--- config.mk ---
export PLATFORM = sky130hd
export DESIGN_NAME = pll_fifo
export DESIGN_NICKNAME = d
export VERILOG_FILES = /design/src/sv/pll_fifo.sv
export SDC_FILE = /design/constraint.sdc
export NUM_CORES = 1
export LEC_CHECK = 0
export BUFFER_PORTS_ARGS = -buffer_cell sky130_fd_sc_hd__buf_4
export CORE_AREA = 3 3 40 42
export DETAILED_ROUTE_END_ITERATION = 6
export DIE_AREA = 0 0 43 45
export GPL_ROUTABILITY_DRIVEN = 0
export PLACE_DENSITY_LB_ADDON = 0.25
export SYNTH_ARGS = -nofsm -noshare
export SYNTH_HDL_FRONTEND = slang
export SYNTH_SLANG_ARGS = --single-unit
--- constraint.sdc ---
create_clock -name clk_i -period 1.65 [get_ports clk_i]
set_clock_uncertainty 0.2 [all_clocks]
set_input_delay 0 -clock clk_i [delete_from_list [all_inputs] [get_ports clk_i]]
set_output_delay 0 -clock clk_i [all_outputs]
set_load 0.01 [all_outputs]
--- src/sv/pll_fifo.sv ---
// Small register-based FIFO with push/full and pop/empty sides.
// Depends on nothing but its type parameter.
`timescale 1ns / 1ps

module pll_fifo #(
  parameter type         T     = logic,
  parameter int unsigned DEPTH = 2
) (
  input  logic clk_i,
  input  logic rst_ni,
  input  logic push_i,
  input  T     wdata_i,
  output logic full_o,
  input  logic pop_i,
  output T     rdata_o,
  output logic empty_o
);

  localparam int unsigned AW = (DEPTH > 1) ? $clog2(DEPTH) : 1;
  localparam int unsigned NW = $clog2(DEPTH + 1);

  T              mem_q [DEPTH];
  logic [AW-1:0] wptr_q, wptr_d;
  logic [AW-1:0] rptr_q, rptr_d;
  logic [NW-1:0] fill_q, fill_d;
  logic          do_push, do_pop;

  assign full_o  = (fill_q == NW'(DEPTH));
  assign empty_o = (fill_q == '0);
  assign do_push = push_i && !full_o;
  assign do_pop  = pop_i && !empty_o;
  assign rdata_o = mem_q[rptr_q];

  always_comb begin
    wptr_d = wptr_q;
    rptr_d = rptr_q;
    fill_d = fill_q;
    if (do_push) begin
      wptr_d = (wptr_q == AW'(DEPTH - 1)) ? '0 : wptr_q + 1'b1;
    end
    if (do_pop) begin
      rptr_d = (rptr_q == AW'(DEPTH - 1)) ? '0 : rptr_q + 1'b1;
    end
    if (do_push && !do_pop) begin
      fill_d = fill_q + 1'b1;
    end else if (do_pop && !do_push) begin
      fill_d = fill_q - 1'b1;
    end
  end

  always_ff @(posedge clk_i or negedge rst_ni) begin
    if (!rst_ni) begin
      wptr_q <= '0;
      rptr_q <= '0;
      fill_q <= '0;
    end else begin
      wptr_q <= wptr_d;
      rptr_q <= rptr_d;
      fill_q <= fill_d;
    end
  end

  always_ff @(posedge clk_i) begin
    if (do_push) begin
      mem_q[wptr_q] <= wdata_i;
    end
  end

endmodule

Word-level counts from Yosys, hierarchy flattened
Memory sizes are Yosys's and may differ from the RTL's.
Index checks and enable logic that the tools add are counted.
Word-level totals
  bits in registers: 4
  word-level logic and storage cells: 25
  memories kept: 1
  input port bits: 5
  output and inout port bits: 3
  bits in writable memories: 2
Operators by class
  reduce and logical (&&, ||, !) cells: 10
  equality and inequality tests: 1
  multiplexer cells: 6
  add/sub/neg operators: 4
Memories
  mem_q: depth 2, width 1, read ports 1, clocked after memory_dff 0, wr ports 1, line 22  | T mem_q [DEPTH];
Operators with widths (number)
  $logic_and A1 B1 Y1: 4
  $logic_not A1 Y1: 4
  $mux W1: 4
  $mux W2: 2
  $add A1 B1 Y1 const B: 2
  $add A2 B1 Y2 const B: 1
  $eq A2 B2 Y1 const B: 1
  $logic_not A2 Y1: 1
  $reduce_bool A2 Y1: 1
  $sub A2 B1 Y2 const B: 1

Longest topological paths before layout
  word-level depth: 7
  gate-level depth with buffers: 7
  depth with buffers taken out: 7

Worst setup path before layout
No wires, ideal clock.
  kind: reg2reg
  from: reg fill_q[0]
  to: reg fill_q[1]
  arrival time: 1282 ps
  required time: 1371 ps
  stages on the path, launching flop included: 7
  path slack: 89 ps
  clock period less this slack: 1561 ps
  path buffers: 0
  library setup time: 79 ps
  cells stage by stage: dfrtp_1 nand2b_1 nand2_1 inv_1 ha_1 nor2_1 xor2_1
Between the ends
  longest elaborated chain between the ends: 6
  elaborated cells on any way between the ends: 15
  classes of those cells: add/sub: 2; eq/ne: 1; mux: 2; reduce/logical: 10
RTL lines
  start, declared: line 25  | logic [NW-1:0] fill_q, fill_d;
  start signal, assigned: line 59  | fill_q <= fill_d;
  $eq A2 B2 Y1 / $logic_not A2 Y1 (equally long branches): line 28, 29
  $logic_not A1 Y1, on equally long branches: line 30, 31
  $logic_and A1 B1 Y1, on equally long branches: line 30, 31
  $logic_not A1 Y1, on equally long branches: line 46, 44
  $logic_and A1 B1 Y1, on equally long branches: line 46, 44
  $reduce_bool A2 Y1 (no source line) / $mux W2 (equally long branches)
Several ways; a longest one is shown, not always the timed one. The select of a mux whose other input is x is not followed.
A chain may end at the register's enable or synchronous reset.

Worst setup path in the final report
Same ends and word-level chain as after synthesis.

==> qor.csv <==
stage,metric,value,unit
critical_path,"Data required, critical path",1.61,ns
timing,crit path time final,1.58,ns
critical_path,CP startpoint,fill_q[0],
timing,fmax,0.635,GHz
floorplanning,die area,1940,um2
grt,GRT Total Usage,7.96,%
critical_path,critical path class,flop to flop,
power,Pwr Density,1750,nW/um2
final_layout,final instance area,474,um2
floorplanning,core box area,1280,um2
logic_synthesis,Mapped Avg Cell Area,12.2,um2
clock_network,H-tree lvl count,1,
final_layout,sequential standard cell area,161,um2
final_layout,fin cells,55,
placed_design,placed cells,46,
routing,drt pass-1 iters,2,
timing,crit share post-route,95.5,%
timing,WHS,0.293,ns
power,overall power,830,uW
clock_network,Clock Latency Late Sink,0.24,ns
logic_synthesis,synthesized area,268,um2
final_layout,Synth-to-Final Area Change,77.1,%
power,sw frac,34.6,%
hold_path,worst hold start,wptr_q,
critical_path,CP Launch Type,flop,
job,Max-cap violations,0,
timing,final hold viol count,0,
placed_design,DP Area,354,um2
floorplanning,Die W,43,um
clock_network,CTS Sinks,6,
grt,largest net degree at the start of global routing,5,
final_layout,"commonest non-fill, non-tap cells in the layout","buf_4, dlygate4sd3_1",
grt,total grt overflow,0,
critical_path,crit end category,flop,
critical_path,r2r setup slk,0.07,ns
critical_path,CP Max Fanout,3,
final_layout,multi-input logic area,139,um2
outcome,run status,"finished, final reports clean",
critical_path,CP arrival,1.53,ns
floorplanning,I/O pins,8,
logic_synthesis,sequential area share after synthesis,59.8,%
power,part of the power in registers,36.2,%
hold_path,Hold WC Path Type,flop to flop,
grt,vias in the first global route,246,
power,cell-internal power,543,uW
final_layout,ant diodes,0,
clock_network,TritonCTS buffer count,3,
floorplanning,Die Ht,45,um
final_layout,filler cell count,137,
power,NetSw,287,uW
routing,DRC,0,
power,Worst IR Drop VDD,0.000549,V
grt,first-pass GRT wire length,1060,um
timing,Worst Tran Pin Value,0.205,ns
final_layout,layout cells sized above 1,50.0,%
placed_design,number of buffers added on ports,7,
power,Comb power frac,48.0,%
routing,initial drt markers,1,
logic_synthesis,"Net Count, Synth",28,
routing,drt total wl,593,um
timing,max_slew headroom,86.3,%
final_layout,Layout Nets,48,
logic_synthesis,Synth Instances,22,
final_layout,"commonest non-fill, non-tap cell in the layout",buf_4,
clock_network,maximum clock insertion buffer count,2,
routing,drt wl/cell,10.8,um
floorplanning,initial core utilization,20.8,%
timing,Slew Limit Fails,0,
clock_network,clock root buffer,clkbuf_4,
final_layout,final core occ,36.9,%
power,static leakage,0.000218,uW
critical_path,FF-to-FF Start,fill_q[0],
routing,vias per cell,4.04,
routing,Antenna Nets Post-Route,0,
grt,initial antenna violation count,0,
logic_synthesis,Netlist cell types,12,
clock_network,CTS tree,done,
clock_network,clock slew at reported path FFs,0.05,ns
logic_synthesis,Seq cells post-synth,6,
power,Clk pwr share,15.8,%
routing,routed via count,222,
floorplanning,row count,13,
logic_synthesis,synthesis warning total,0,
timing,# setup viols final,0,
-- cells by family after synthesis --
| family | Yosys count | synth area share, % |
|---|---|---|
| fa+ha+maj | 1 | 4.67 |
| mux | 1 | 4.21 |
| flops | 6 | 59.8 |
| buf+inv | 2 | 2.80 |
| xor+xnor | 5 | 16.4 |
| compound gates | 1 | 1.87 |
| simple gates | 6 | 10.3 |
-- metrics by stage --
step,TNS [ns],setup WS [ns]
6_report,0,0.0747
5_1_grt,-0.00963,-0.00963
4_1_cts,0,0.00850
3_5_place_dp,0,0.0150
3_3_place_gp,0,0.106
2_1_floorplan,0,0.0892
-- layout make-up --
cell class	instances	share of cell area, %
Sequential cell	6	34.0
Tap cell	15	3.96
Inverter	2	1.58
Multi-Input combinational cell	14	29.3
Timing Repair Buffer	15	26.4
Clock buffer	3	4.75
-- cell usage after synthesis --
| cell | number | area [um2] |
|---|---|---|
| and3_1 | 1 | 6.26 |
| dfrtp_1 | 4 | 100 |
| edfxtp_1 | 2 | 60.1 |
| ha_1 | 1 | 12.5 |
| inv_1 | 2 | 7.51 |
| mux2_2 | 1 | 11.3 |
| nand2_1 | 1 | 3.75 |
| nand2b_1 | 1 | 6.26 |
| nor2_1 | 3 | 11.3 |
| o21ai_1 | 1 | 5.00 |
| xnor2_1 | 3 | 26.3 |
| xor2_1 | 2 | 17.5 |
-- flip-flops by register name, indices dropped and copies added, names as in the netlist --
name	cells
mem_q	2
wptr_q	1
rptr_q	1
fill_q	2
-- worst max-delay path, stage by stage, from the launching register on --
cell,delay (ns)
dfrtp_1,0.42
nand2b_4,0.18
nand2_4,0.06
inv_2,0.04
ha_4,0.14
xor2_1,0.15
nor2_1,0.13
xor2_1,0.16
-- worst paths after layout --
check | cells after the start | to
min in group asynchronous | 3 | rptr_q
max reg2reg | 7 | fill_q[1]
max in group asynchronous | 3 | fill_q[1]
min | 1 | wptr_q
min reg2reg | 1 | wptr_q
max | 7 | fill_q[1]
-- power groups by stage --
stage,clock [uW],combinational (uW),sequential [uW]
floorplan,0,189,271
global placement,0,306,271
detailed placement,0,326,278
CTS,140,339,277
global route,153,442,312
finish,132,398,301
-- routing by layer --
layer  vias up  GRT usage, %  part of all wire, %
met5         -             0                    0
met1       106          7.84                   35
met4         0          9.04                    0
li1        110             -                    -
met2         6          13.5                   62
met3         0          1.20                  3.9
-- what timing repair did --
action                                  CTS  global route
endpoints found under the hold margin     9             0
hold buffers                              5             0
setup buffers                             0             1
endpoints found under the setup margin    0             1
gates resized for setup                   0             9
Power figures use the tool's default switching activity.
