==> src/sv/pll_pkg.sv <==
// Shared types and constants for the positional linked list engine.
// No dependencies; every other file but pll_fifo imports this package.
`timescale 1ns / 1ps

package pll_pkg;

  localparam int unsigned CAPACITY_DEF   = 256;
  localparam int unsigned DATA_WIDTH_DEF = 32;

  localparam int unsigned KIND_W   = 2;
  localparam int unsigned POS_W    = 9;
  localparam int unsigned VAL_W    = 32;
  localparam int unsigned STATUS_W = 2;
  localparam int unsigned COUNT_W  = 9;

  localparam int unsigned CMD_DEPTH = 2;
  localparam int unsigned RES_DEPTH = 2;

  localparam logic [KIND_W-1:0] KIND_INSERT = 2'd0;
  localparam logic [KIND_W-1:0] KIND_DELETE = 2'd1;
  localparam logic [KIND_W-1:0] KIND_READ   = 2'd2;

  typedef enum logic [1:0] {
    OP_INSERT = 2'd0,
    OP_DELETE = 2'd1,
    OP_READ   = 2'd2,
    OP_NOP    = 2'd3
  } op_e;

  typedef enum logic [STATUS_W-1:0] {
    ST_OK     = 2'd0,
    ST_BADPOS = 2'd1,
    ST_FULL   = 2'd2
  } status_e;

  typedef struct packed {
    logic [KIND_W-1:0]       kind;
    logic [POS_W-1:0]        position;
    logic signed [VAL_W-1:0] value;
  } in_word_t;

  typedef struct packed {
    status_e                 status;
    logic signed [VAL_W-1:0] read_value;
    logic [COUNT_W-1:0]      list_count;
  } out_word_t;

  // Decoded request as it sits in the command queue
  typedef struct packed {
    op_e                     op;
    logic                    pos_zero;
    logic [POS_W-1:0]        position;
    logic [POS_W-1:0]        hops;      // links to follow from the head
    logic signed [VAL_W-1:0] value;
  } cmd_t;

endpackage

==> src/sv/pll_fifo.sv <==
// Small register-based FIFO with push/full and pop/empty sides.
// Depends on nothing but its type parameter.
`timescale 1ns / 1ps

module pll_fifo #(
  parameter type         T     = logic,
  parameter int unsigned DEPTH = 2
) (
  input  logic clk_i,
  input  logic rst_ni,
  input  logic push_i,
  input  T     wdata_i,
  output logic full_o,
  input  logic pop_i,
  output T     rdata_o,
  output logic empty_o
);

  localparam int unsigned AW = (DEPTH > 1) ? $clog2(DEPTH) : 1;
  localparam int unsigned NW = $clog2(DEPTH + 1);

  T              mem_q [DEPTH];
  logic [AW-1:0] wptr_q, wptr_d;
  logic [AW-1:0] rptr_q, rptr_d;
  logic [NW-1:0] fill_q, fill_d;
  logic          do_push, do_pop;

  assign full_o  = (fill_q == NW'(DEPTH));
  assign empty_o = (fill_q == '0);
  assign do_push = push_i && !full_o;
  assign do_pop  = pop_i && !empty_o;
  assign rdata_o = mem_q[rptr_q];

  always_comb begin
    wptr_d = wptr_q;
    rptr_d = rptr_q;
    fill_d = fill_q;
    if (do_push) begin
      wptr_d = (wptr_q == AW'(DEPTH - 1)) ? '0 : wptr_q + 1'b1;
    end
    if (do_pop) begin
      rptr_d = (rptr_q == AW'(DEPTH - 1)) ? '0 : rptr_q + 1'b1;
    end
    if (do_push && !do_pop) begin
      fill_d = fill_q + 1'b1;
    end else if (do_pop && !do_push) begin
      fill_d = fill_q - 1'b1;
    end
  end

  always_ff @(posedge clk_i or negedge rst_ni) begin
    if (!rst_ni) begin
      wptr_q <= '0;
      rptr_q <= '0;
      fill_q <= '0;
    end else begin
      wptr_q <= wptr_d;
      rptr_q <= rptr_d;
      fill_q <= fill_d;
    end
  end

  always_ff @(posedge clk_i) begin
    if (do_push) begin
      mem_q[wptr_q] <= wdata_i;
    end
  end

endmodule

==> src/sv/pll_front.sv <==
// Front end: decodes request words and queues them as commands.
// Depends on pll_pkg and pll_fifo.
`timescale 1ns / 1ps

module pll_front import pll_pkg::*; (
  input  logic     clk_i,
  input  logic     rst_ni,
  input  logic     push_i,
  input  in_word_t in_word_i,
  output logic     full_o,
  input  logic     cmd_pop_i,
  output cmd_t     cmd_o,
  output logic     cmd_empty_o
);

  cmd_t dec_cmd;

  always_comb begin
    dec_cmd.position = in_word_i.position;
    dec_cmd.value    = in_word_i.value;
    dec_cmd.pos_zero = (in_word_i.position == '0);
    case (in_word_i.kind)
      KIND_INSERT: dec_cmd.op = OP_INSERT;
      KIND_DELETE: dec_cmd.op = OP_DELETE;
      KIND_READ:   dec_cmd.op = OP_READ;
      default:     dec_cmd.op = OP_NOP;
    endcase
    // read, and any request at position 0, lands on the node itself; insert/delete on its predecessor
    if (dec_cmd.op == OP_READ || dec_cmd.pos_zero) begin
      dec_cmd.hops = in_word_i.position;
    end else begin
      dec_cmd.hops = in_word_i.position - 1'b1;
    end
  end

  pll_fifo #(
    .T     (cmd_t),
    .DEPTH (CMD_DEPTH)
  ) u_cmd_fifo (
    .clk_i   (clk_i),
    .rst_ni  (rst_ni),
    .push_i  (push_i),
    .wdata_i (dec_cmd),
    .full_o  (full_o),
    .pop_i   (cmd_pop_i),
    .rdata_o (cmd_o),
    .empty_o (cmd_empty_o)
  );

endmodule

==> config.mk <==
export PLATFORM = sky130hd
export DESIGN_NAME = pll_front
export DESIGN_NICKNAME = d
export VERILOG_FILES = /design/src/sv/pll_pkg.sv /design/src/sv/pll_fifo.sv /design/src/sv/pll_front.sv
export SDC_FILE = /design/constraint.sdc
export NUM_CORES = 1
export LEC_CHECK = 0
export BUFFER_PORTS_ARGS = -buffer_cell sky130_fd_sc_hd__buf_2
export CELL_PAD_IN_SITES_DETAIL_PLACEMENT = 1
export CELL_PAD_IN_SITES_GLOBAL_PLACEMENT = 1
export CORE_MARGIN = 5
export CORE_UTILIZATION = 44
export DETAILED_ROUTE_END_ITERATION = 6
export PLACE_DENSITY_LB_ADDON = 0.1
export SYNTH_ARGS = -nofsm -noshare
export SYNTH_HDL_FRONTEND = slang
export SYNTH_SLANG_ARGS = --single-unit
==> constraint.sdc <==
create_clock -name clk_i -period 4.6 [get_ports clk_i]
set_clock_uncertainty 0.2 [all_clocks]
set_input_delay 0 -clock clk_i [delete_from_list [all_inputs] [get_ports clk_i]]
set_output_delay 0 -clock clk_i [all_outputs]
set_load 0.02 [all_outputs]
Word level (Yosys, flattened, before mapping)
Memory sizes are Yosys's and may differ from the RTL's.
Cells that the tools add are included.
Operators by class
  $add $sub $neg: 5
  equality and inequality tests: 4
  muxes and demuxes: 8
  reductions and logical operators: 13
Operators by type and width (number)
  $logic_not A9 Y1: 1
  $mux W9: 1
  $sub A9 B1 Y9 const B: 1
  $eq A2 B2 Y1 const B: 3
  $pmux W2 S3: 1
  $logic_and A1 B1 Y1: 4
  $logic_not A1 Y1: 4
  $logic_not A2 Y1: 2
  $mux W1: 4
  $mux W2: 2
  $add A1 B1 Y1 const B: 2
  $add A2 B1 Y2 const B: 1
  $eq A2 B1 Y1 const B: 1
  $reduce_bool A2 Y1: 1
  $sub A2 B1 Y2 const B: 1
  $logic_or A1 B1 Y1: 1
Word-level totals
  register bits: 4
  memory bits (writable): 106
  input port bits: 47
  output and inout port bits: 55
  logic and storage cells: 34
  memories: 1
Memories
  u_cmd_fifo.mem_q: words 2, width 53, rd ports 1, clocked after Yosys merged registers in 0, wr ports 1, line pll_fifo.sv:22  | T mem_q [DEPTH];

Depth between registers and ports, before layout
Gate-level depths: netlist of run 1.
  depth after elaboration: 7
  depth in mapped cells: 7
  gate-level depth less buffers: 7

Hierarchy
Synthesis of run 1 repeated with hierarchy kept, for this count alone.
Unflattened totals
  cell total of the unflattened synthesis: 216
  area total of the unflattened synthesis: 4480.5 µm²
By module, submodules not included
  pll_fifo: times used 1, cells each 184, area each 4271.6 µm², seq. area each 3283.1 µm²
  pll_front: times used 1, cells each 32, area each 209.0 µm², seq. area each 0.0 µm²

Least setup slack after synthesis of run 1
Ideal clock, no wire load.
  path type: register -> register
  start point: reg u_cmd_fifo.fill_q[0]
  end point: mem u_cmd_fifo.mem_q[0][0] in the netlist's numbering (enable)
  setup time: 464 ps
  data arrival time: 2866 ps
  data required time: 3936 ps
  setup slack: 1070 ps
  cell stages (with the launch flop): 4
  buffers on the path: 0
  cell sequence: dfrtp_1 > nand2b_1 > nand2_1 > nor2_1
On the way
  longest elaborated chain between the ends: 5
Ends and longest elaborated chain
  start: declaration: line pll_fifo.sv:25  | logic [NW-1:0] fill_q, fill_d;
  start signal: assignment: line pll_fifo.sv:59  | fill_q <= fill_d;
  $eq A2 B2 Y1: line pll_fifo.sv:28  | assign full_o = (fill_q == NW'(DEPTH));
  $logic_not A1 Y1: line pll_fifo.sv:30  | assign do_push = push_i && !full_o;
  $logic_and A1 B1 Y1: line pll_fifo.sv:30
  $mux W1: line pll_fifo.sv:64  | if (do_push) begin
  $mux W1 (not written as such): line pll_fifo.sv:65  | mem_q[wptr_q] <= wdata_i;
  end: declaration: line pll_fifo.sv:22
Every way passes these cells.

==> results summary, run 1 <==
The hold violation total from the final report is 0. For the final routed database, the setup TNS stands at 0 ns. The initial utilization of the core area, before any placement, comes to 45.32%. The post-detailed-route wirelength per cell came out at 17.34 µm.

In this run the clock root is driven by a clkbuf_8. The clock insertion delay at the later pin of the skew report came out at 0.36 ns. The share of synthesized registers carrying an async set or reset came out at 3.636%. The clock network power share came out at 18.6%.

The headroom to the max-slew limit is 47.03%. The number of iterations in the first detailed-routing pass is 4. The part of the power in registers is 46.3%. The post-route clock period utilization came out at 51.70%. The tool flagged a number of max-cap violations equal to 0. The via count of the first global-routing pass is 2,661. The setup-violating endpoint count in the final report is 0. Clock-pin slew was measured on the worst setup and hold paths at 0.12 ns. The count of nets after finishing is 418. The count of input and output buffers came out at 101. By area, the combinational part of the netlist is dominated by multiplexers. The largest fanout of any net on the critical path came out at 31. The number of top-level pins came out at 102.

The count of vias placed by the detailed router is 2,398. The leakage power summed over all cells came out at 2.067 nW. The detail route stage leaves a number of antenna-violating nets equal to 0.

The number of clock buffers added by TritonCTS is 9. The overall power of the completed layout is 3.185 mW. The adder-cell share of the synthesized area came out at 0.5947%.

TritonCTS built the clock tree. The part of the Yosys area used for sequential elements came out at 78.03%. The post-synthesis share of cell area spent on xor and xnor gates came out at 2.498%.

Summing the areas of all and, or, nand and nor instances in the mapped netlist gives 2.676% of the synthesized area. Counting every sink on the clock net gives 110. Each instance of the synthesized netlist takes up on average 19.48 µm². The floorplan step defined a die boundary enclosing 11,620 µm². Detailed placement finished with a half-perimeter wire length of 5223 µm. In the global route stage, overall resource usage came out at 16.03%. The most common cell after layout, fill and taps aside is edfxtp_1. The growth of design area from synthesis to finish is 31.64%. The number of buffers added for setup after CTS came out at 0.

The critical path is of the reg -> out type. The clock passes through at most 2 buffers. The initial detailed-routing violation count came out at 66. The maximum number of pins on one net before global-route repair is 40. The aggregate routed wire length is 8723 µm. The count of final max-slew check failures is 0. The fraction of final layout cells sized beyond drive strength 1 is 47.06%.

Row generation in the floorplan step produced 35 rows. At the pin with the least slew margin, the transition time is 0.7945 ns. The synthesized instance count came out at 216. The minimum hold slack is 0.1373 ns. The largest total area in the synthesized netlist belongs to edfxtp_1. The share of power burned in combinational logic is 35.1%. The count of unique library cells instantiated by Yosys came out at 23.

The post-synthesis register bit count came out at 110. The power density relative to cell area came out at 575.0 nW/µm². Sorting the synthesized cells by area gives the leading types as edfxtp_1, mux2_2, dfrtp_1, xnor2_1, clkbuf_1. 0 antenna diodes ended up in the layout. The width of the die came out at 107.8 µm. The total overflow reported by the global router came out at 0. The top cell types in the final layout, fill and taps aside, are edfxtp_1, buf_2, mux2_2, dlygate4sd3_1, xnor2_1. The proportion of netlist area held by the largest area contributor came out at 75.65%.

The detailed-route vias per instance came out at 4.767. The fraction of the mapped netlist area in compound gates is 0.6839%. The number of nets in the synthesized netlist is 265.

At the end of routability-driven placement, the weighted congestion stood at 0.6978. The initial antenna violation count was 0. The global-route wire length before repair came out at 13,770 µm. The portion of netlist area occupied by mux cells is 14.18%. The flow ran to the end, and the final reports show no timing, DRC or antenna violations. The core footprint is 9284 µm². The maximum level of the CTS H-tree came out at 3.

The maximum vdd ir drop came out at 456.5 µV. For this run, design rule violations remaining after detail routing come to 0. For this run, the leading register cell type out of synthesis is edfxtp_1. The fmax came out at 420.5 MHz. The internal power summed over all cells is 2.085 mW. The min-delay analysis places its worst path in the category in -> reg.

STA classifies the critical path startpoint as a flop. The minimum clock period came out at 2.378 ns. For the worst setup path, the data arrival time is 2.18 ns. The netlist area before placement is 4208 µm².

STA classifies the critical path endpoint as an output port. From bottom edge to top edge, the die measures 107.8 µm. The warning count from the yosys run is 0. Setup repair after global routing left no endpoint under its margin. The switching power came out at 1.100 mW. The worst path required time came out at 4.40 ns. The switching power as a share of total power is 34.52%.

Counting flops with a built-in enable in the synthesized netlist gives 106.
## through the flow
step / util, % / std cells / setup slack (ns) / area (µm²)
finish: 59.66 / 503 / 2.222 / 5539
global route: 59.66 / 503 / 2.091 / 5539
CTS: 59.66 / 503 / 2.150 / 5539
detailed placement: 52.41 / 440 / 2.265 / 4866
global placement: 52.41 / 440 / 2.296 / 4866
floorplan: - / 216 / 1.070 / 4208
## layout make-up
type | instances | area [µm²]
clock buffer | 9 | 123.9
clock inverter | 7 | 78.83
fill | 888 | 3745
inverter | 4 | 15.01
multi-input combinational | 93 | 877.1
sequential | 110 | 3284
tap | 129 | 161.4
timing repair buffer | 151 | 998.5
## cell usage after synthesis (all sizes together), types with 2 or more instances
| master | instances |
|---|---|
| inv | 4 |
| nor4 | 2 |
| nand2b | 3 |
| buf | 2 |
| nor2 | 6 |
| xor2 | 2 |
| ha | 2 |
| clkbuf | 7 |
| mux2 | 53 |
| nand2 | 5 |
| nor3 | 2 |
| edfxtp | 106 |
| dfrtp | 4 |
| xnor2 | 10 |
## registers in the layout, indices dropped and copies added, names as in the netlist
signal	flops
u_cmd_fifo.fill_q	2
u_cmd_fifo.mem_q	106
u_cmd_fifo.rptr_q	1
u_cmd_fifo.wptr_q	1
## cells by family (layout without fill, tap and decap cells)
kind of cell               after synthesis  count (layout)
adders and majority gates                2               2
and+or+nand+nor                         22              22
DFF                                    110             110
muxes                                   53              53
buffers and inverters                   13             171
AOI/OAI and AO/OA                        4               4
xor gates and xnor gates                12              12
## worst paths after layout
path | start | end | slack (ns) | depth (start not counted)
setup reg to reg | u_cmd_fifo.fill_q[0] | u_cmd_fifo.mem_q[1][19] | 2.29 | 3
setup / recovery | u_cmd_fifo.rptr_q | cmd_o[26] | 2.22 | 3
hold reg to reg | u_cmd_fifo.fill_q[1] | u_cmd_fifo.fill_q[1] | 0.33 | 1
min in group asynchronous | rst_ni | u_cmd_fifo.fill_q[1] | 0.32 | 3
max in group asynchronous | rst_ni | u_cmd_fifo.rptr_q | 3.69 | 3
hold / removal | in_word_i[28] | u_cmd_fifo.mem_q[0][28] | 0.14 | 2
## power groups by stage
| stage | Clock, mW | Combinational [mW] | Sequential, mW |
|---|---|---|---|
| 2_1_floorplan | 0 | 0.790 | 1.45 |
| 3_3_place_gp | 0 | 1.11 | 1.49 |
| 3_5_place_dp | 0 | 1.10 | 1.50 |
| 4_1_cts | 0.607 | 1.14 | 1.48 |
| 5_1_grt | 0.658 | 1.21 | 1.50 |
| 6_report | 0.591 | 1.12 | 1.47 |
## metal layers
metal	track usage [%]	share of wire [%]	vias up
met5	0	0	-
met4	7.304	1.7	0
met3	3.599	4.5	11
li1	-	-	1132
met1	18.08	41	1190
met2	28.73	53	65
## worst max-delay path: stages, from the launching register on
cell	delay [ns]
dfrtp_2	0.74
buf_4	0.49
mux2_2	0.40
buf_2	0.16
## repair_timing
item / in CTS / in global routing
endpoints found under the hold margin: 113 / 0
hold buffers: 47 / 0
resized for setup: 0 / 0
setup endpoints to repair: 0 / 0
(Power assumes the default switching activity.)
==> run 2: changes to the inputs <==
clock period = 2.3 ns   (was 4.6 ns; I/O delays follow)
==> results summary, run 2 (synthesis gave the netlist of run 1 again) <==
The hold violation total from the final report is 0. In this run the power density over the cells is 1146 nW/µm². Clock tree synthesis inserted a total of 9 buffers.

The register bank with the most flops is u_cmd_fifo.mem_q. The path type of the worst min-delay path is in -> reg. The clock drives 110 sinks.

The core footprint came out at 9284 µm². The post-route clock period utilization came out at 92.75%. The first TritonRoute pass finished after 4 iterations.

The count of standard-cell rows came out at 35. The clock root buffer is clkbuf_8. The setup slack at placement came out at 0.3350 ns. Adding up every negative setup slack in the final design gives 0 ns. The number of placed instances with taps included came out at 441. The finished cells cover 5572 µm².

The aggregate routed wire length came out at 8474 µm. The number of gates resized after CTS was 0. Leaving out fill and tap cells, the most frequent cells in the layout are edfxtp_1, buf_2, mux2_2, dlygate4sd3_1, xnor2_1. Relative to the synthesized area, the layout overhead comes to 32.41%.

The initial core utilization came out at 45.32%. The final antenna-violating net count came out at 0. The vertical die dimension is 107.8 µm.

The post-detailed-placement half-perimeter wirelength came out at 5237 µm. The clock insertion delay at the later pin of the skew report is 0.35 ns. The maximum level of the CTS H-tree is 3.

The antenna diode count is 0. The flip-flop count of the largest register, all copies and words added came out at 106. For this run, design rule violations remaining after detail routing come to 0. The standard cell area after detailed placement is 4911 µm².

The most common cell after layout, fill and taps aside is edfxtp_1. The worst-case setup margin in the final layout is 0.1668 ns. The largest fanout of any net on the critical path came out at 9.

The slew at the pin closest to its max-slew limit is 0.5161 ns. For this design the static power due to leakage is 2.075 nW. The global-route usage over all layers is 15.04%. The total overflow reported by the global router is 0. The initial antenna violation count came to 0. The minimum hold slack came out at 0.1542 ns.

The number of top-level pins came out at 102. The global-route wire length before repair came out at 13,370 µm. The startpoint type of the worst setup path is an input port. The routed layout has 2,381 vias. TritonCTS built the clock tree. Counting the fill cells in the layout gives 905. The type of element capturing the critical path is a flop. Dividing the detail-routed wire length by the instance count gives 16.81 µm. The clock slew at the register clock pins of the worst setup and hold paths is 0.10 ns. After the first detailed-routing iteration, the DRC count stood at 66. The minimum clock period is 2.133 ns. The detailed-route vias per instance is 4.724. The width of the die came out at 107.8 µm. The number of cells in the finished layout apart from fillers came out at 504.

Setup repair after global routing left no endpoint under its margin. The maximum number of pins on one net before global-route repair is 49. The maximum buffer depth of the clock tree is 2. The worst setup path is of the in -> reg kind.

The headroom to the max-slew limit came out at 65.33%. The fraction of final layout cells sized beyond drive strength 1 is 46.67%. The largest registers in the layout are u_cmd_fifo.mem_q: 106 flops, u_cmd_fifo.fill_q: 2 flops. Static timing analysis puts the maximum clock frequency at 468.8 MHz. The via count of the first global-routing pass was 2,702. The final RePlAce weighted congestion came out at 0.7455. The area occupied by registers is 3284 µm². The worst path required time came out at 2.22 ns.

The count of final max-slew check failures came out at 0. The footprint of the multi-input gates is 877.1 µm². The floorplan step defined a die boundary enclosing 11,620 µm².

The overall power of the completed layout is 6.383 mW. The count of nets after finishing came out at 419. The final design utilization came out at 60.01%. The reported max-cap violation count came out at 0. Setup violations remaining at the end of the flow were counted as 0.

The maximum vdd ir drop came out at 692.3 µV. The flow ran to the end, and the final reports show no timing, DRC or antenna violations. The arrival time at the worst endpoint is 2.05 ns. The count of buffers added on input and output ports is 101.
run 2: cell types whose count changed in the layout (fill, tap and decap cells not counted), sizes merged:
| cell | change |
|---|---|
| clkbuf | +2 |
| buf | +1 |
| inv | -2 |
run 2: final cells by class:
type | count | share of cell area [%]
Sequential cell | 110 | 58.95
Timing Repair Buffer | 152 | 18.73
Multi-Input combinational cell | 93 | 15.74
Tap cell | 129 | 2.897
Clock buffer | 11 | 2.358
Clock inverter | 5 | 1.055
Inverter | 4 | 0.2695
run 2: what timing repair did:
item	CTS	global route
setup buffers	0	0
hold buffers	47	0
endpoints found under the hold margin	124	0
run 2: power by group:
| part | total (mW) | switching (mW) | internal (mW) | leakage, nW |
|---|---|---|---|---|
| clock | 1.12 | 0.616 | 0.508 | 0.0916 |
| sequential | 2.89 | 0.149 | 2.74 | 1.03 |
| combinational | 2.37 | 1.40 | 0.972 | 0.953 |
run 2: critical path, cell delays in order:
cell and delay [ns]:
dlygate4sd3_1 0.53, buf_2 0.15, or4_4 0.57, o41a_1 0.54, nand3_1 0.17, xnor2_1 0.09
run 2: worst paths after layout:
path                       depth (start not counted)                  from  slack (ns)                       to
max                                                6         in_word_i[37]        0.17  u_cmd_fifo.mem_q[1][37]
min                                                2         in_word_i[26]        0.15  u_cmd_fifo.mem_q[0][26]
max reg2reg                                        4  u_cmd_fifo.fill_q[0]        0.46  u_cmd_fifo.mem_q[0][29]
min reg2reg                                        1  u_cmd_fifo.fill_q[1]        0.32     u_cmd_fifo.fill_q[1]
max in group asynchronous                          3                rst_ni        1.39        u_cmd_fifo.rptr_q
min in group asynchronous                          3                rst_ni        0.32     u_cmd_fifo.fill_q[1]
run 2: routing by layer:
| layer | track usage [%] | vias to the layer above | routed length, µm |
|---|---|---|---|
| met2 | 27.18 | 63 | 4519 |
| met4 | 5.681 | 0 | 117 |
| met1 | 17.33 | 1177 | 3434 |
| li1 | - | 1131 | - |
| met5 | 0 | - | 0 |
| met3 | 3.299 | 10 | 403 |
==> run 3: changes to the inputs <==
PLACE_DENSITY = 0.76   (was unset)
PLACE_DENSITY_LB_ADDON = unset   (was 0.1)
==> results summary, run 3 (synthesis gave the netlist of run 1 again) <==
For the pin with the worst max-slew slack, the measured transition is 0.4949 ns. The headroom to the max-slew limit is 67.00%. The maximum vdd ir drop came out at 850.4 µV. The count of standard-cell rows is 35. The remaining routing DRC violations came out at 0. The fmax came out at 458.6 MHz. The region available for standard cell placement spans 9284 µm². The sum of negative setup slack came out at 0 ns.

Summing all placed instances gives a cell area of 4888 µm². Summed over all layers, the routed wires come to 8515 µm. The post-route clock period utilization is 94.81%.

The count of final max-slew check failures came out at 0. The final design utilization is 59.70%. The maximum level of the CTS H-tree came out at 3. The most common cell after layout, fill and taps aside is edfxtp_1. The global-route usage over all layers came out at 15.05%.

The clock net sink count is 110. The number of iterations in the first detailed-routing pass came out at 4. The flow ran to the end, and the final reports show no timing, DRC or antenna violations.

The number of top-level pins is 102. The maximum number of pins on one net before global-route repair is 38. Including well taps, the total number of placed cells is 443. The global-route wire length before repair came out at 13,330 µm. The clock slew at the register clock pins of the worst setup and hold paths is 0.10 ns. The vertical die dimension came out at 107.8 µm. The total non-filler cell area in the finished layout came out at 5543 µm². Clock latency on the worst-skew pair, taken at its later pin, is 0.35 ns. The final antenna-violating net count came out at 0.

The initial detailed-routing violation count came out at 37. The total overflow reported by the global router is 0. The growth of design area from synthesis to finish came out at 31.73%. Data on the critical path is required at its endpoint by 2.20 ns. The power density relative to cell area is 1141 nW/µm². Setup repair after global routing left no endpoint under its margin. The setup slack at placement came out at 0.3248 ns. The worst-case setup margin in the final layout is 0.1194 ns. The longest clock path from root to sink contains 2 buffers. After the flow finishes, the layout carries non-filler instances totaling 504.

The count of vias placed by the detailed router is 2,397. The minimum clock period came out at 2.181 ns. In the final layout, the registers with the most flip-flops are u_cmd_fifo.mem_q: 106 flops, u_cmd_fifo.fill_q: 2 flops. The net count of the finished layout is 421. The post-detailed-placement half-perimeter wirelength is 5424 µm.

Clock tree synthesis selected as its root buffer the cell clkbuf_8. The setup-violating endpoint count in the final report is 0. TritonCTS built the clock tree. The post-detailed-route wirelength per cell is 16.89 µm. The fraction of final layout cells sized beyond drive strength 1 is 47.47%. For the worst setup path, the data arrival time is 2.08 ns.

The width of the die is 107.8 µm. The flip-flop count of the largest register, all copies and words added came out at 106. Dividing the detail-routed via count by the number of cells gives 4.756. The type of element capturing the critical path is a flop.

The initial core utilization is 45.32%. The initial antenna violation count is 0. The worst setup path is launched from an input port. The overall power of the completed layout came out at 6.322 mW. The die area came out at 11,620 µm². At the end of routability-driven placement, the weighted congestion stood at 0.7170. The leakage power summed over all cells came out at 2.074 nW.

The count of input and output buffers came out at 101. The hold violation total from the final report is 0. The antenna diode count came out at 0. In the layout the commonest cells are edfxtp_1, buf_2, mux2_2, dlygate4sd3_1, xnor2_1.

The largest fanout of any net on the critical path is 9. The via count of the first global-routing pass is 2,677. The number of buffers added by the clock tree synthesis step came out at 9. The minimum hold slack is 0.1665 ns. Across the run, the number of max-cap violations was 0. The register bank with the most flops is u_cmd_fifo.mem_q. The path class of the tightest hold or removal check is in -> reg. By startpoint and endpoint, the worst setup path is classified as in -> reg.
-- run 3: cell count changes in the layout (fill, tap and decap cells not counted) --
cell,previous run,this run
clkinv_2,0,1
clkinv_1,1,0
buf_4,1,6
inv_6,1,2
buf_12,3,0
clkbuf_1,2,0
clkinv_4,1,0
-- run 3: layout make-up --
type / instances / area, µm²
tap: 129 / 161.4
clock inverter: 5 / 60.06
sequential: 110 / 3284
fill: 899 / 3741
timing repair buffer: 154 / 1021
clock buffer: 9 / 123.9
multi-input combinational: 93 / 877.1
inverter: 4 / 15.01
-- run 3: timing repair --
item | 4_1_cts | 5_1_grt
endpoints found under the hold margin | 113 | 0
hold buffers | 47 | 0
gates resized for setup | 0 | 0
buffers inserted | 0 | 0
-- run 3: routing by layer --
| layer | track usage [%] | wire length [µm] |
|---|---|---|
| met5 | 0 | 0 |
| met4 | 3.246 | 82 |
| met1 | 16.86 | 3396 |
| met3 | 4.319 | 441 |
| met2 | 28.20 | 4594 |
-- run 3: power breakdown --
group | internal [mW] | switching (mW) | total (mW)
clock network | 0.498 | 0.596 | 1.09
logic | 0.936 | 1.42 | 2.36
registers | 2.74 | 0.125 | 2.87
total | 4.18 | 2.14 | 6.32
-- run 3: final timing paths --
path / from / end / slack (ns) / cells after the start
max: in_word_i[37] / u_cmd_fifo.mem_q[0][39] / 0.12 / 6
min: in_word_i[19] / u_cmd_fifo.mem_q[1][19] / 0.17 / 2
max reg2reg: u_cmd_fifo.fill_q[0] / u_cmd_fifo.mem_q[0][11] / 0.51 / 4
min reg2reg: u_cmd_fifo.fill_q[1] / u_cmd_fifo.fill_q[1] / 0.32 / 1
max in group asynchronous: rst_ni / u_cmd_fifo.rptr_q / 1.30 / 3
min in group asynchronous: rst_ni / u_cmd_fifo.fill_q[0] / 0.39 / 3
-- run 3: critical path, cell delays in order --
cell and delay (ns):
dlygate4sd3_1 0.54, buf_2 0.16, or4_4 0.57, o41a_1 0.55
nand3b_1 0.17, xnor2_1 0.09
